--- src/hw/rtl/mrtu_pkg.sv ---
// Shared types, constants and functions for the Modbus RTU receive framer.
// No dependencies; imported by every module of the block.
`timescale 1ns / 1ps

package mrtu_pkg;

    localparam int MAX_FRAME_BYTES = 256;
    localparam int MIN_FRAME_BYTES = 4;
    localparam int BYTE_COUNT_W    = $clog2(MAX_FRAME_BYTES + 1);
    localparam int PDU_OFFSET      = 3;

    localparam logic [15:0] CRC_INIT = 16'hFFFF;
    localparam logic [15:0] CRC_POLY = 16'hA001;
    localparam logic [15:0] CNT_MAX  = 16'hFFFF;

    localparam logic [7:0] STATION_ADDRESS_RESET = 8'd10;
    localparam logic [7:0] BROADCAST_ADDRESS     = 8'd0;

    typedef enum logic [2:0] {
        ST_EMPTY  = 3'd0,
        ST_SHORT  = 3'd1,
        ST_CRC    = 3'd2,
        ST_OTHER  = 3'd3,
        ST_BCAST  = 3'd4,
        ST_OURS   = 3'd5
    } frame_status_t;

    typedef enum logic {
        CMD_BYTE = 1'b0,
        CMD_GAP  = 1'b1
    } command_t;

    typedef struct packed {
        command_t   command;
        logic [7:0] rx_byte;
        logic       overrun_error;
        logic       parity_error;
        logic       framing_error;
    } item_t;

    typedef struct packed {
        frame_status_t frame_status;
        logic [7:0]    frame_address;
        logic [7:0]    function_code;
        logic [7:0]    pdu_length;
        logic [15:0]   frame_count;
        logic [15:0]   crc_error_count;
        logic [15:0]   short_frame_count;
        logic [15:0]   overflow_count;
        logic [15:0]   overrun_count;
        logic [15:0]   parity_error_count;
        logic [15:0]   framing_error_count;
    } result_t;

    // Modbus CRC-16, reflected, one byte per call
    function automatic logic [15:0] crc16_byte(input logic [15:0] crc, input logic [7:0] b);
        logic [15:0] c;
        c = crc ^ {8'h00, b};
        for (int i = 0; i < 8; i++)
        begin
            c = c[0] ? ((c >> 1) ^ CRC_POLY) : (c >> 1);
        end
        return c;
    endfunction

    function automatic logic [15:0] sat_inc16(input logic [15:0] v);
        return (v == CNT_MAX) ? v : v + 16'd1;
    endfunction

endpackage

--- src/hw/rtl/mrtu_in_stage.sv ---
// Input register of the framer: holds one accepted stream transfer.
// Depends on mrtu_pkg.
`timescale 1ns / 1ps

module mrtu_in_stage (
    input  logic           clk,
    input  logic           rst_n,
    input  logic           in_valid,
    output logic           in_ready,
    input  mrtu_pkg::item_t in_item,
    output logic           item_valid,
    output mrtu_pkg::item_t item,
    input  logic           item_take
);
    import mrtu_pkg::*;

    logic  valid_reg;
    logic  valid_next;
    item_t item_reg;

    assign in_ready   = !valid_reg || item_take;
    assign item_valid = valid_reg;
    assign item       = item_reg;

    always_comb
    begin
        valid_next = valid_reg;
        if (in_valid && in_ready)
        begin
            valid_next = 1'b1;
        end
        else if (item_take)
        begin
            valid_next = 1'b0;
        end
    end

    always_ff @(posedge clk or negedge rst_n)
    begin
        if (!rst_n)
        begin
            valid_reg <= 1'b0;
        end
        else
        begin
            valid_reg <= valid_next;
        end
    end

    always_ff @(posedge clk)
    begin
        if (in_valid && in_ready)
        begin
            item_reg <= in_item;
        end
    end

endmodule

--- src/hw/rtl/mrtu_frame_core.sv ---
// Frame state of the framer: running CRC, byte count, captured header and
// statistics counters; classifies the frame at each gap. Depends on mrtu_pkg.
`timescale 1ns / 1ps

module mrtu_frame_core (
    input  logic             clk,
    input  logic             rst_n,
    input  logic             cfg_valid,
    input  logic [7:0]       cfg_data,
    input  logic             item_valid,
    input  mrtu_pkg::item_t  item,
    output logic             item_take,
    input  logic             res_ready,
    output logic             res_push,
    output mrtu_pkg::result_t res
);
    import mrtu_pkg::*;

    logic [7:0]              station_address_reg;
    logic [15:0]             crc_reg, crc_next;
    logic [BYTE_COUNT_W-1:0] byte_count_reg, byte_count_next;
    logic [7:0]              address_reg, address_next;
    logic [7:0]              function_reg, function_next;
    logic [15:0]             frames_reg, frames_next;
    logic [15:0]             crc_errors_reg, crc_errors_next;
    logic [15:0]             short_frames_reg, short_frames_next;
    logic [15:0]             overflows_reg, overflows_next;
    logic [15:0]             overruns_reg, overruns_next;
    logic [15:0]             parity_errors_reg, parity_errors_next;
    logic [15:0]             framing_errors_reg, framing_errors_next;
    frame_status_t           status;
    logic [7:0]              pdu;
    logic                    byte_error;

    // a byte never waits for the output side, a gap needs room for its result
    assign item_take  = item_valid && ((item.command == CMD_BYTE) || res_ready);
    assign res_push   = item_take && (item.command == CMD_GAP);
    assign byte_error = item.overrun_error || item.parity_error || item.framing_error;

    always_comb
    begin
        crc_next            = crc_reg;
        byte_count_next     = byte_count_reg;
        address_next        = address_reg;
        function_next       = function_reg;
        frames_next         = frames_reg;
        crc_errors_next     = crc_errors_reg;
        short_frames_next   = short_frames_reg;
        overflows_next      = overflows_reg;
        overruns_next       = overruns_reg;
        parity_errors_next  = parity_errors_reg;
        framing_errors_next = framing_errors_reg;
        status              = ST_EMPTY;
        pdu                 = 8'd0;

        if (byte_count_reg == '0)
        begin
            status = ST_EMPTY;
        end
        else if (byte_count_reg < BYTE_COUNT_W'(MIN_FRAME_BYTES))
        begin
            status = ST_SHORT;
        end
        else if (crc_reg != 16'h0000)
        begin
            status = ST_CRC;
        end
        else if (address_reg == BROADCAST_ADDRESS)
        begin
            status = ST_BCAST;
        end
        else if (address_reg == station_address_reg)
        begin
            status = ST_OURS;
        end
        else
        begin
            status = ST_OTHER;
        end

        if (status != ST_EMPTY && status != ST_SHORT)
        begin
            pdu = 8'(byte_count_reg - BYTE_COUNT_W'(PDU_OFFSET));
        end

        if (item_take)
        begin
            if (item.command == CMD_BYTE)
            begin
                if (byte_error)
                begin
                    if (item.overrun_error)
                    begin
                        overruns_next = sat_inc16(overruns_reg);
                    end
                    if (item.parity_error)
                    begin
                        parity_errors_next = sat_inc16(parity_errors_reg);
                    end
                    if (item.framing_error)
                    begin
                        framing_errors_next = sat_inc16(framing_errors_reg);
                    end
                    crc_next        = CRC_INIT;
                    byte_count_next = '0;
                    address_next    = 8'd0;
                    function_next   = 8'd0;
                end
                else if (byte_count_reg == BYTE_COUNT_W'(MAX_FRAME_BYTES))
                begin
                    // drop the byte and restart the frame
                    overflows_next  = sat_inc16(overflows_reg);
                    crc_next        = CRC_INIT;
                    byte_count_next = '0;
                    address_next    = 8'd0;
                    function_next   = 8'd0;
                end
                else
                begin
                    if (byte_count_reg == BYTE_COUNT_W'(0))
                    begin
                        address_next = item.rx_byte;
                    end
                    if (byte_count_reg == BYTE_COUNT_W'(1))
                    begin
                        function_next = item.rx_byte;
                    end
                    crc_next        = crc16_byte(crc_reg, item.rx_byte);
                    byte_count_next = byte_count_reg + BYTE_COUNT_W'(1);
                end
            end
            else
            begin
                frames_next = frames_reg + 16'd1;
                if (status == ST_SHORT)
                begin
                    short_frames_next = sat_inc16(short_frames_reg);
                end
                if (status == ST_CRC)
                begin
                    crc_errors_next = sat_inc16(crc_errors_reg);
                end
                crc_next        = CRC_INIT;
                byte_count_next = '0;
                address_next    = 8'd0;
                function_next   = 8'd0;
            end
        end
    end

    always_comb
    begin
        res.frame_status        = status;
        res.frame_address       = address_reg;
        res.function_code       = function_reg;
        res.pdu_length          = pdu;
        res.frame_count         = frames_next;
        res.crc_error_count     = crc_errors_next;
        res.short_frame_count   = short_frames_next;
        res.overflow_count      = overflows_next;
        res.overrun_count       = overruns_next;
        res.parity_error_count  = parity_errors_next;
        res.framing_error_count = framing_errors_next;
    end

    always_ff @(posedge clk or negedge rst_n)
    begin
        if (!rst_n)
        begin
            station_address_reg <= STATION_ADDRESS_RESET;
            crc_reg             <= CRC_INIT;
            byte_count_reg      <= '0;
            address_reg         <= 8'd0;
            function_reg        <= 8'd0;
            frames_reg          <= 16'd0;
            crc_errors_reg      <= 16'd0;
            short_frames_reg    <= 16'd0;
            overflows_reg       <= 16'd0;
            overruns_reg        <= 16'd0;
            parity_errors_reg   <= 16'd0;
            framing_errors_reg  <= 16'd0;
        end
        else
        begin
            if (cfg_valid)
            begin
                station_address_reg <= cfg_data;
            end
            crc_reg            <= crc_next;
            byte_count_reg     <= byte_count_next;
            address_reg        <= address_next;
            function_reg       <= function_next;
            frames_reg         <= frames_next;
            crc_errors_reg     <= crc_errors_next;
            short_frames_reg   <= short_frames_next;
            overflows_reg      <= overflows_next;
            overruns_reg       <= overruns_next;
            parity_errors_reg  <= parity_errors_next;
            framing_errors_reg <= framing_errors_next;
        end
    end

    a_count_bound: assert property (@(posedge clk) disable iff (!rst_n)
        byte_count_reg <= BYTE_COUNT_W'(MAX_FRAME_BYTES))
        else $error("byte count beyond maximum frame length");

    a_gap_restarts: assert property (@(posedge clk) disable iff (!rst_n)
        res_push |=> (byte_count_reg == '0 && crc_reg == CRC_INIT))
        else $error("frame not restarted after gap");

    a_empty_clean: assert property (@(posedge clk) disable iff (!rst_n)
        (byte_count_reg == '0) |-> (crc_reg == CRC_INIT && address_reg == 8'd0
                                    && function_reg == 8'd0))
        else $error("empty frame carries stale state");

    a_frames_step: assert property (@(posedge clk) disable iff (!rst_n)
        !res_push |=> $stable(frames_reg))
        else $error("frame count moved without a gap");

endmodule

--- src/hw/rtl/mrtu_out_stage.sv ---
// Result register of the framer: holds one frame report until transferred.
// Depends on mrtu_pkg.
`timescale 1ns / 1ps

module mrtu_out_stage (
    input  logic              clk,
    input  logic              rst_n,
    input  logic              res_push,
    input  mrtu_pkg::result_t res,
    output logic              res_ready,
    output logic              out_valid,
    input  logic              out_ready,
    output mrtu_pkg::result_t out_res
);
    import mrtu_pkg::*;

    logic    valid_reg;
    logic    valid_next;
    result_t res_reg;

    assign res_ready = !valid_reg || out_ready;
    assign out_valid = valid_reg;
    assign out_res   = res_reg;

    always_comb
    begin
        valid_next = valid_reg;
        if (res_push)
        begin
            valid_next = 1'b1;
        end
        else if (out_ready)
        begin
            valid_next = 1'b0;
        end
    end

    always_ff @(posedge clk or negedge rst_n)
    begin
        if (!rst_n)
        begin
            valid_reg <= 1'b0;
        end
        else
        begin
            valid_reg <= valid_next;
        end
    end

    always_ff @(posedge clk)
    begin
        if (res_push)
        begin
            res_reg <= res;
        end
    end

endmodule

--- src/hw/rtl/modbus_rtu_frame_receiver_unit.sv ---
// Modbus RTU slave receive framer: takes one byte or gap transfer per clock
// while no gap is held back, and reports one frame summary with statistics
// for every gap. Each transfer passes an input register, the combinational
// CRC byte-update network and counters, and a result register: a report is
// offered on the output once its gap has been written into the result
// register. A gap waits in the input register only while an untaken report
// fills the output.
// Byte transfers produce no output. Write station_address only while idle.
// Depends on mrtu_pkg, mrtu_in_stage, mrtu_frame_core, mrtu_out_stage.
`timescale 1ns / 1ps

module modbus_rtu_frame_receiver_unit (
    input  logic         clk,
    input  logic         rst_n,
    input  logic         cfg_valid,
    output logic         cfg_ready,
    input  logic [7:0]   cfg_data,       // station_address
    input  logic         s_axis_tvalid,
    output logic         s_axis_tready,
    input  logic [15:0]  s_axis_tdata,   // rx_byte, overrun_error, parity_error,
                                         // framing_error, zero fill
    input  logic         s_axis_tuser,   // command
    output logic         m_axis_tvalid,
    input  logic         m_axis_tready,
    output logic [135:0] m_axis_tdata,   // frame_address, function_code, pdu_length,
                                         // frame_count, crc_error_count,
                                         // short_frame_count, overflow_count,
                                         // overrun_count, parity_error_count,
                                         // framing_error_count
    output logic [2:0]   m_axis_tuser    // frame_status
);
    import mrtu_pkg::*;

    item_t   in_item;
    item_t   item;
    logic    item_valid;
    logic    item_take;
    logic    res_ready;
    logic    res_push;
    result_t res;
    result_t out_res;

    assign cfg_ready = 1'b1;

    always_comb
    begin
        in_item.command       = command_t'(s_axis_tuser);
        in_item.rx_byte       = s_axis_tdata[7:0];
        in_item.overrun_error = s_axis_tdata[8];
        in_item.parity_error  = s_axis_tdata[9];
        in_item.framing_error = s_axis_tdata[10];
    end

    mrtu_in_stage u_in_stage (
        .clk        (clk),
        .rst_n      (rst_n),
        .in_valid   (s_axis_tvalid),
        .in_ready   (s_axis_tready),
        .in_item    (in_item),
        .item_valid (item_valid),
        .item       (item),
        .item_take  (item_take)
    );

    mrtu_frame_core u_frame_core (
        .clk        (clk),
        .rst_n      (rst_n),
        .cfg_valid  (cfg_valid),
        .cfg_data   (cfg_data),
        .item_valid (item_valid),
        .item       (item),
        .item_take  (item_take),
        .res_ready  (res_ready),
        .res_push   (res_push),
        .res        (res)
    );

    mrtu_out_stage u_out_stage (
        .clk       (clk),
        .rst_n     (rst_n),
        .res_push  (res_push),
        .res       (res),
        .res_ready (res_ready),
        .out_valid (m_axis_tvalid),
        .out_ready (m_axis_tready),
        .out_res   (out_res)
    );

    assign m_axis_tuser = out_res.frame_status;
    assign m_axis_tdata = {out_res.framing_error_count,
                           out_res.parity_error_count,
                           out_res.overrun_count,
                           out_res.overflow_count,
                           out_res.short_frame_count,
                           out_res.crc_error_count,
                           out_res.frame_count,
                           out_res.pdu_length,
                           out_res.function_code,
                           out_res.frame_address};

endmodule
--- config.mk ---
export PLATFORM = sky130hd
export DESIGN_NAME = modbus_rtu_frame_receiver_unit
export DESIGN_NICKNAME = d
export VERILOG_FILES = /design/src/hw/rtl/mrtu_pkg.sv /design/src/hw/rtl/mrtu_in_stage.sv /design/src/hw/rtl/mrtu_frame_core.sv /design/src/hw/rtl/mrtu_out_stage.sv /design/src/hw/rtl/modbus_rtu_frame_receiver_unit.sv
export SDC_FILE = /design/constraint.sdc
export NUM_CORES = 1
export LEC_CHECK = 0
export BUFFER_PORTS_ARGS = -buffer_cell sky130_fd_sc_hd__buf_2
export CAP_MARGIN = 10
export CORE_MARGIN = 4
export CORE_UTILIZATION = 52
export CTS_CLUSTER_DIAMETER = 120
export CTS_CLUSTER_SIZE = 10
export DETAILED_ROUTE_END_ITERATION = 12
export PLACE_DENSITY_LB_ADDON = 0.25
export SYNTH_ARGS = -nofsm -noshare
export SYNTH_HDL_FRONTEND = slang
export SYNTH_HIERARCHICAL = 1
export SYNTH_SLANG_ARGS = --single-unit
--- constraint.sdc ---
create_clock -name clk -period 4.64 [get_ports clk]
set_input_delay 0.464 -clock clk [delete_from_list [all_inputs] [get_ports clk]]
set_output_delay 0.464 -clock clk [all_outputs]
set_load 0.005 [all_outputs]
==> flow_summary.yaml, run 1 <==
outcome:
  outcome: "completed"
global_routing:
  grt_pass1_wl_mm: 40.0
  grt_pass1_vias: 7823
  grt-ovfl-total: 0
  grt_max_degree: 108
  antenna_found_initial: 0
  track_usage: 0.186
synthesis:
  synth_area_leaders: "edfxtp_1 (36%), dfrtp_1 (29%), xnor2_1 (5.2%)"
  synthCells: 944
  syn_nets: 984
  synth_common_cells: "edfxtp_1 (151), dfrtp_1 (145), nand2_1 (88), xnor2_1 (74), nand3_1 (60)"
  synthesis.area_mm2: 0.0126
  synth.avg_cell_area_um2: 13.3
  synthFlopType: "edfxtp_1"
  synth_most_common_cell: "edfxtp_1"
  ys_ff_latch: 314
  synth_top_area_frac: 0.360
  synth-async-reset-ratio: 0.519
  yosysWarnings: 6
  yosysUniqueCellTypes: 57
  synth-seq-area-share: 0.686
  synth_top_area_cell: "edfxtp_1"
  synth_edf_count: 151
detailed_routing:
  top_layer_used: "met4"
  drt_pass1_iterations: 5
  drt_iter0_markers: 658
  wl_met1_mm: 10.9
  wl_met3_mm: 1.41
  post-route-drc-count: 0
  wl_met2_mm: 11.8
  detail_route.wl_per_cell_um: 16.6
  vias: 7961
  wl_mm: 24.5
  vias_per_cell: 5.39
  postRouteAntennaNets: 0
power:
  p_leak_nw: 6.18
  p_total_mw: 6.66
  p_seq_frac: 0.514
  p_per_area_mw_per_mm2: 448
  p_comb_frac: 0.099
  p_switching_mw: 1.57
  swShare: 0.236
  ir_drop_mv: 0.285
  pwr-share-clk: 0.388
  internal_power_mw: 5.09
place:
  finalWeightedCongestion: 0.837
  place_hpwl_mm: 16.2
  dpl.cell_count: 1412
  io_buffers: 165
timing:
  post-route-period-util: 0.624
  slew_violations: 0
  skew_ps: 19.2
  hold_violations: 0
  hold_slack_ps: 57.5
  setup_violations: 0
  totalNegativeSetupSlack_ps: 0
  tightest_slew_ps: 973
  period_minus_slack_ps: 2890
  rsz0062_at_grt: "false"
  fmax_mhz: 346
  max-slew-margin-rel: 0.351
run:
  drv_cap: 0
clocking:
  cts_tree: "built"
  hold_buffers: 0
  path_clk_slew_ps: 50
  clock_path_buffers: 3
  cts_setup_buffers: 0
  cts_resized: 0
  cts-root-buf: "clkbuf_16"
  cts_made_buffers: 37
  clk_latency_ps: 510
  cts_sinks: 314
  cts_htree_levels: 2
setup_path:
  critical_path_peak_fanout: 27
  path_class: "reg -> reg"
  required_ps: 5050
  slowest_delay_ps: 780
  crit_slowest_cell: "a21oi_1"
  cp-end-kind: "register"
  worstSetupStartpointType: "register"
  worstPathArrival_ps: 3300
  worstPathCellList: "inv_1 -> ha_1 -> nor4bb_1 -> a21oi_2 -> buf_4 -> a21oi_1 -> nand3_1 -> o21ai_0"
  reg2reg_depth: 8
floorplanning:
  core_mm2: 0.0236
  die_h_um: 164
  die_x_um: 164
  rows: 56
  io_pins: 172
  start_util: 0.533
  die-area_mm2: 0.0268
hold_path:
  hp-class: "in -> async"
layout:
  drive_above_1_share: 0.231
  area_growth_pct: 18.1
  largest_register_ffs: 139
  finalNetCount: 1172
  stdcell_count: 1477
  diodes: 0
worst max-delay path: cells and delay by family (launching register included):
kind | cells | cell delay (ps)
AOI/OAI and AO/OA | 3 | 1010
adders and majority gates | 1 | 220
buffers and inverters | 2 | 340
DFF | 1 | 480
and+or+nand+nor | 2 | 740
power groups by stage:
stage	combinational (mW)	clock (mW)	sequential, mW
after floorplan	0.402	0	3.45
after global placement	0.648	0	3.46
after detailed placement	0.664	0	3.47
after CTS	0.670	2.65	3.42
after global routing	0.738	2.79	3.45
final	0.657	2.58	3.42
cell families after synthesis:
kind of cell    after synthesis  share of synthesized area
compound gates               90                     0.0415
xor+xnor                    114                     0.0828
fa+ha+maj                    10                    0.00994
buf+inv                      45                     0.0148
flops                       314                      0.686
mux                          23                     0.0206
other cells                   1                   0.000298
simple gates                347                      0.144
cell type report:
type	count	area, um^2
Inverter	23	90.1
Clock buffer	63	1070
Multi-Input combinational cell	585	3760
Sequential cell	314	8640
Clock inverter	2	17.5
Fill cell	1822	8750
Timing Repair Buffer	171	890
Tap cell	319	399
routing by layer:
metal  up-vias  track usage
li1       3806            -
met1      3889        0.263
met2       232        0.303
met3        34       0.0331
met4         0       0.0499
met5         -            0
final timing paths:
check | slack [ps] | startpoint | end
min in group clk | 140 | s_axis_tdata[10] | u_in_stage/item[0]
hold reg to reg | 450 | u_frame_core/function_reg[1] | u_out_stage/out_res[121]
setup / recovery | 1750 | u_frame_core/byte_count_reg[0] | u_frame_core/function_reg[6]
setup reg to reg | 1750 | u_frame_core/byte_count_reg[0] | u_frame_core/function_reg[6]
max in group asynchronous | 3520 | rst_n | u_frame_core/crc_reg[12]
hold / removal | 60 | rst_n | u_frame_core/short_frames_reg[5]
layout by cell type, fill, tap and decap left out, drive strengths merged, types with 5 or more instances in the layout:
cell / count
inv: 23
a31oi: 17
nor4: 19
xor2: 37
and3: 19
nand4: 41
and4: 12
dfstp: 18
xnor2: 74
nand2b: 8
nand2: 88
nand3: 60
mux2: 23
a21oi: 17
clkbuf: 63
ha: 10
or4: 5
nor3: 17
buf: 171
o21ai: 41
nor2: 52
dfrtp: 145
and2: 9
edfxtp: 151
metrics by stage:
stage	cell area (um^2)	utilization	setup WS, ps
final	14900	0.629	1750
after global routing	14900	0.629	1370
after CTS	14900	0.629	1720
after detailed placement	13800	0.584	1600
after global placement	13800	0.584	1630
after floorplan	12600	-	739
Note: power is estimated with default switching activity, not from simulation.
==> run 2: changes to the inputs <==
==> constraint.sdc (replaced) <==
create_clock -name clk -period 2.45 [get_ports clk]
set_input_delay 0.245 -clock clk [delete_from_list [all_inputs] [get_ports clk]]
set_output_delay 0.245 -clock clk [all_outputs]
set_load 0.005 [all_outputs]
==> run 2 against run 1 <==
Net effect: the run now ends with setup timing left; design area up 4.2%; routed wire length up 2.2%; core utilization up 2.6 points; hold slack better by 22 ps; highest routed layer unchanged.
==> flow_summary.yaml, run 2 (synthesized netlist as in run 1, its figures left out) <==
outcome:
  outcome: "finished, violations left"
  violations: "setup timing"
hold_path:
  hp-class: "in -> reg"
  hold_path_end: "u_out_stage/out_valid"
  holdPathStages: 3
  hold_start: "m_axis_tready"
place:
  place_hpwl_mm: 17.2
  finalWeightedCongestion: 0.844
  dpl.cell_count: 1446
  io_buffers: 165
detailed_routing:
  vias_per_cell: 5.26
  vias: 8083
  drt_pass1_iterations: 5
  detail_route.wl_per_cell_um: 16.3
  wl_mm: 25.1
  drt_iter0_markers: 569
  postRouteAntennaNets: 0
  post-route-drc-count: 0
floorplanning:
  core_mm2: 0.0236
  rows: 56
  io_pins: 172
  die-area_mm2: 0.0268
  die_h_um: 164
  die_x_um: 164
  start_util: 0.533
layout:
  finalNetCount: 1229
  area_growth_pct: 23.1
  drive_above_1_share: 0.260
  largest_register_ffs: 139
  stdcell_count: 1537
  diodes: 0
  layout_commonest_cell: "buf_2"
  layout_common_cells: "buf_2 (164), edfxtp_1 (151), dfrtp_1 (144)"
setup_path:
  reg2reg_depth: 5
  worstPathArrival_ps: 2760
  critPathMostFrequentCell: "or4_4"
  path_class: "reg -> reg"
  timing.rr.end: "u_out_stage/out_res[79]"
  cp-end-kind: "register"
  cp_top_family: "simple AND/OR/NAND/NOR gates"
  slowest_delay_ps: 540
  crit_slowest_cell: "or4_4"
  cp_num_buf_inv: 0
  worstReg2RegStart: "u_frame_core/byte_count_reg[5]"
  r2r_slack_ps: -70
  worstPathCellList: "or4_4 -> or4_4 -> nor2_4 -> or4b_4 -> mux2_4"
  worstSetupStartpointType: "register"
  critical_path_peak_fanout: 2
  required_ps: 2700
timing:
  skew_ps: 13.2
  hold_violations: 0
  worst_slack_ps: -65.8
  setup_violations: 1
  max-slew-margin-rel: 0.611
  slew_violations: 0
  post-route-period-util: 1.03
  totalNegativeSetupSlack_ps: -65.8
  tightest_slew_ps: 578
  fmax_mhz: 397
  period_minus_slack_ps: 2520
  rsz0062_at_grt: "true"
run:
  drv_cap: 0
clocking:
  cts_sinks: 314
  cts_tree: "built"
  path_clk_slew_ps: 50
  cts_htree_levels: 2
  cts_made_buffers: 37
  clk_latency_ps: 500
  cts-root-buf: "clkbuf_16"
  clock_path_buffers: 3
global_routing:
  grt_pass1_wl_mm: 41.2
  grt-ovfl-total: 0
  grt_max_degree: 64
  grt_pass1_vias: 8042
  antenna_found_initial: 0
  track_usage: 0.193
power:
  p_leak_nw: 6.50
  p_per_area_mw_per_mm2: 820
  p_total_mw: 12.7
  ir_drop_mv: 0.759
## run 2: cell types whose count changed in the layout (fill, tap and decap cells not counted), moves of 2 or more
cell           delta
buf_4            +32
dlygate4sd3_1    +22
buf_12            +3
clkbuf_1          +3
nor2_1            -3
nor3_1            -3
nor2_2            +2
nor3_2            +2
nor4_1            -2
## run 2: layer usage
| layer | track usage | share of wire |
|---|---|---|
| met1 | 0.277 | 0.45 |
| met4 | 0.0591 | 0.022 |
| met5 | 0 | 0 |
| met2 | 0.306 | 0.47 |
| met3 | 0.0320 | 0.050 |
## run 2: area by class of cell
class                   count  area [um^2]
clock buffers              66         1080
repair buffers            228         1410
inverters                  23         90.1
flip-flops and latches    314         8640
well taps                 319          399
fillers                  1790         8130
multi-input cells         585         3860
clock inverters             2         17.5
## run 2: worst max-delay path by stage
stage,end,start,cells past startpoint,slack [ps]
6_report,u_out_stage/out_res[79],u_frame_core/byte_count_reg[5],5,-70
5_1_grt,u_out_stage/out_res[79],u_frame_core/byte_count_reg[5],5,-120
3_3_place_gp,u_out_stage/out_res[79],u_frame_core/byte_count_reg[5],5,-60
4_1_cts,u_out_stage/out_res[79],u_frame_core/byte_count_reg[5],5,-90
2_1_floorplan,u_out_stage/out_res[111],u_out_stage/out_valid,7,-1050
3_5_place_dp,u_out_stage/out_res[79],u_frame_core/byte_count_reg[5],5,-90
## run 2: tightest hold or removal path: cells and delay by family
family / cells / cell delay (ps)
buffers and inverters: 1 / 80
and+or+nand+nor: 2 / 210
## run 2: through the flow
stage / area, um^2 / hold slack [ps] / utilization / setup slack, ps
6_report: 15500 / 79.5 / 0.656 / -65.8
5_1_grt: 15500 / 65.5 / 0.656 / -123
4_1_cts: 15400 / 51.9 / 0.654 / -93.1
3_5_place_dp: 14100 / 243 / 0.597 / -94.6
3_3_place_gp: 14100 / 242 / 0.597 / -57.8
2_1_floorplan: 12600 / -50.6 / - / -1050
## run 2: where the power goes
| part | total [mW] | internal, mW | switching (mW) |
|---|---|---|---|
| logic | 1.33 | 0.622 | 0.707 |
| clock network | 4.92 | 2.97 | 1.95 |
| registers | 6.46 | 6.12 | 0.342 |
## run 2: timing repair
| item | CTS | global route |
|---|---|---|
| endpoints found under the setup margin | 7 | 18 |
| hold buffers | 22 | 0 |
| buffers inserted | 1 | 0 |
| pin swaps | 0 | 2 |
| hold endpoints to repair | 68 | 0 |
| resized for setup | 4 | 10 |
==> run 3: changes to the inputs <==
--- a/config.mk
+++ b/config.mk
@@ -8,7 +8,7 @@
 export BUFFER_PORTS_ARGS = -buffer_cell sky130_fd_sc_hd__buf_2
 export CAP_MARGIN = 10
 export CORE_MARGIN = 4
-export CORE_UTILIZATION = 52
+export CORE_UTILIZATION = 57
 export CTS_CLUSTER_DIAMETER = 120
 export CTS_CLUSTER_SIZE = 10
 export DETAILED_ROUTE_END_ITERATION = 12
==> constraint.sdc (replaced) <==
create_clock -name clk -period 2.75 [get_ports clk]
set_input_delay 0.275 -clock clk [delete_from_list [all_inputs] [get_ports clk]]
set_output_delay 0.275 -clock clk [all_outputs]
set_load 0.01 [all_outputs]
==> run 3 against run 2 <==
Net effect: the flow now finishes without violations; total power fell by 11%; die area fell by 8.4%; setup slack improved by 130 ps; register-to-register slack improved by 130 ps; largest power group unchanged.
==> flow_summary.yaml, run 3 (synthesized netlist as in run 1, its figures left out) <==
global_routing:
  grt-ovfl-total: 0
  grt_pass1_wl_mm: 40.7
  antenna_found_initial: 0
  track_usage: 0.208
  grt_pass1_vias: 8003
  grt_max_degree: 115
clocking:
  cts_made_buffers: 37
  cts-root-buf: "clkbuf_16"
  cts_tree: "built"
  path_clk_slew_ps: 60
  clock_path_buffers: 3
  cts_resized: 0
  cts_setup_buffers: 0
  clk_latency_ps: 510
  hold_buffers: 22
  cts_sinks: 314
  cts_htree_levels: 2
timing:
  fmax_mhz: 372
  totalNegativeSetupSlack_ps: 0
  period_minus_slack_ps: 2690
  max-slew-margin-rel: 0.552
  rsz0062_at_grt: "false"
  hold_violations: 0
  slew_violations: 0
  setup_violations: 0
  tightest_slew_ps: 672
  worst_slack_ps: 61.0
  post-route-period-util: 0.978
  skew_ps: 19.6
power:
  p_leak_nw: 6.37
  ir_drop_mv: 0.496
  p_per_area_mw_per_mm2: 741
setup_path:
  required_ps: 2990
  cp-end-kind: "register"
  worstReg2RegStart: "u_frame_core/byte_count_reg[5]"
  path_class: "reg -> reg"
  crit_path_start: "u_frame_core/byte_count_reg[5]"
  worstSetupStartpointType: "register"
  reg2reg_depth: 5
  critical_path_peak_fanout: 5
  worstPathArrival_ps: 2930
place:
  finalWeightedCongestion: 0.811
  placed_cell_area_mm2: 0.0139
  place_hpwl_mm: 16.8
  dpl.cell_count: 1395
  io_buffers: 165
  post-place-ws_ps: 71.4
floorplanning:
  io_pins: 172
  die_x_um: 157
  die-area_mm2: 0.0245
  core_mm2: 0.0218
  start_util: 0.578
  die_h_um: 157
  rows: 54
hold_path:
  hp-class: "in -> reg"
  hold_start: "m_axis_tready"
  holdPathStages: 3
layout:
  finalNetCount: 1216
  area_growth_pct: 20.7
  post-route-util: 0.698
  largest_register_ffs: 139
  stdcell_count: 1480
  drive_above_1_share: 0.242
  final_area_mm2: 0.0152
  diodes: 0
  layout_common_cells: "buf_2 (164), edfxtp_1 (151), dfrtp_1 (145)"
  fillCellCount: 1533
  layout_commonest_cell: "buf_2"
run:
  drv_cap: 0
detailed_routing:
  post-route-drc-count: 0
  wl_mm: 25.0
  postRouteAntennaNets: 0
  drt_iter0_markers: 532
  detail_route.wl_per_cell_um: 16.9
  vias: 8086
  vias_per_cell: 5.46
  drt_pass1_iterations: 5
outcome:
  outcome: "completed"
## run 3: cell types whose count changed in the layout (fill, tap and decap cells not counted), sizes merged
cell    delta
inv        +1
buf       -13
clkbuf     -6
## run 3: cell type report
cell class	count	area, um^2	area share
well taps	280	350	0.0231
clock inverters	3	26.3	0.00173
repair buffers	215	1290	0.0848
multi-input cells	585	3780	0.249
clock buffers	60	1010	0.0667
flip-flops and latches	314	8640	0.569
inverters	23	90.1	0.00593
## run 3: power by group
group | total [mW] | internal [mW] | switching [mW]
combinational | 1.24 | 0.539 | 0.697
clock | 4.24 | 2.51 | 1.74
sequential | 5.77 | 5.46 | 0.315
total | 11.2 | 8.50 | 2.75
## run 3: worst max-delay path, cell delays in order (launching register included)
cell and delay (ps):
dfrtp_1 370, or4_4 540, or4_4 560, nor2_2 150, or4b_1 450, mux2_1 350
## run 3: layer usage
| metal | track usage | share of wire | vias up |
|---|---|---|---|
| met3 | 0.0360 | 0.054 | 45 |
| met5 | 0 | 0 | - |
| met4 | 0.0620 | 0.022 | 0 |
| met2 | 0.340 | 0.49 | 245 |
| met1 | 0.290 | 0.44 | 3898 |
| li1 | - | - | 3898 |
## run 3: worst paths after layout
check / to / slack, ps
max reg2reg: u_out_stage/out_res[79] / 60
max in group asynchronous: u_frame_core/frames_reg[13] / 1540
max: u_out_stage/out_res[79] / 60
min: u_out_stage/out_valid / 100
min in group asynchronous: u_frame_core/parity_errors_reg[4] / 350
min reg2reg: u_out_stage/out_res[121] / 450
## run 3: metrics by stage
stage / total power, mW / hold slack [ps]
after floorplan: 6.58 / -20.6
after CTS: 11.4 / 85.4
after detailed placement: 7.07 / 337
after global placement: 7.02 / 328
final: 11.2 / 104
after global routing: 11.8 / 103
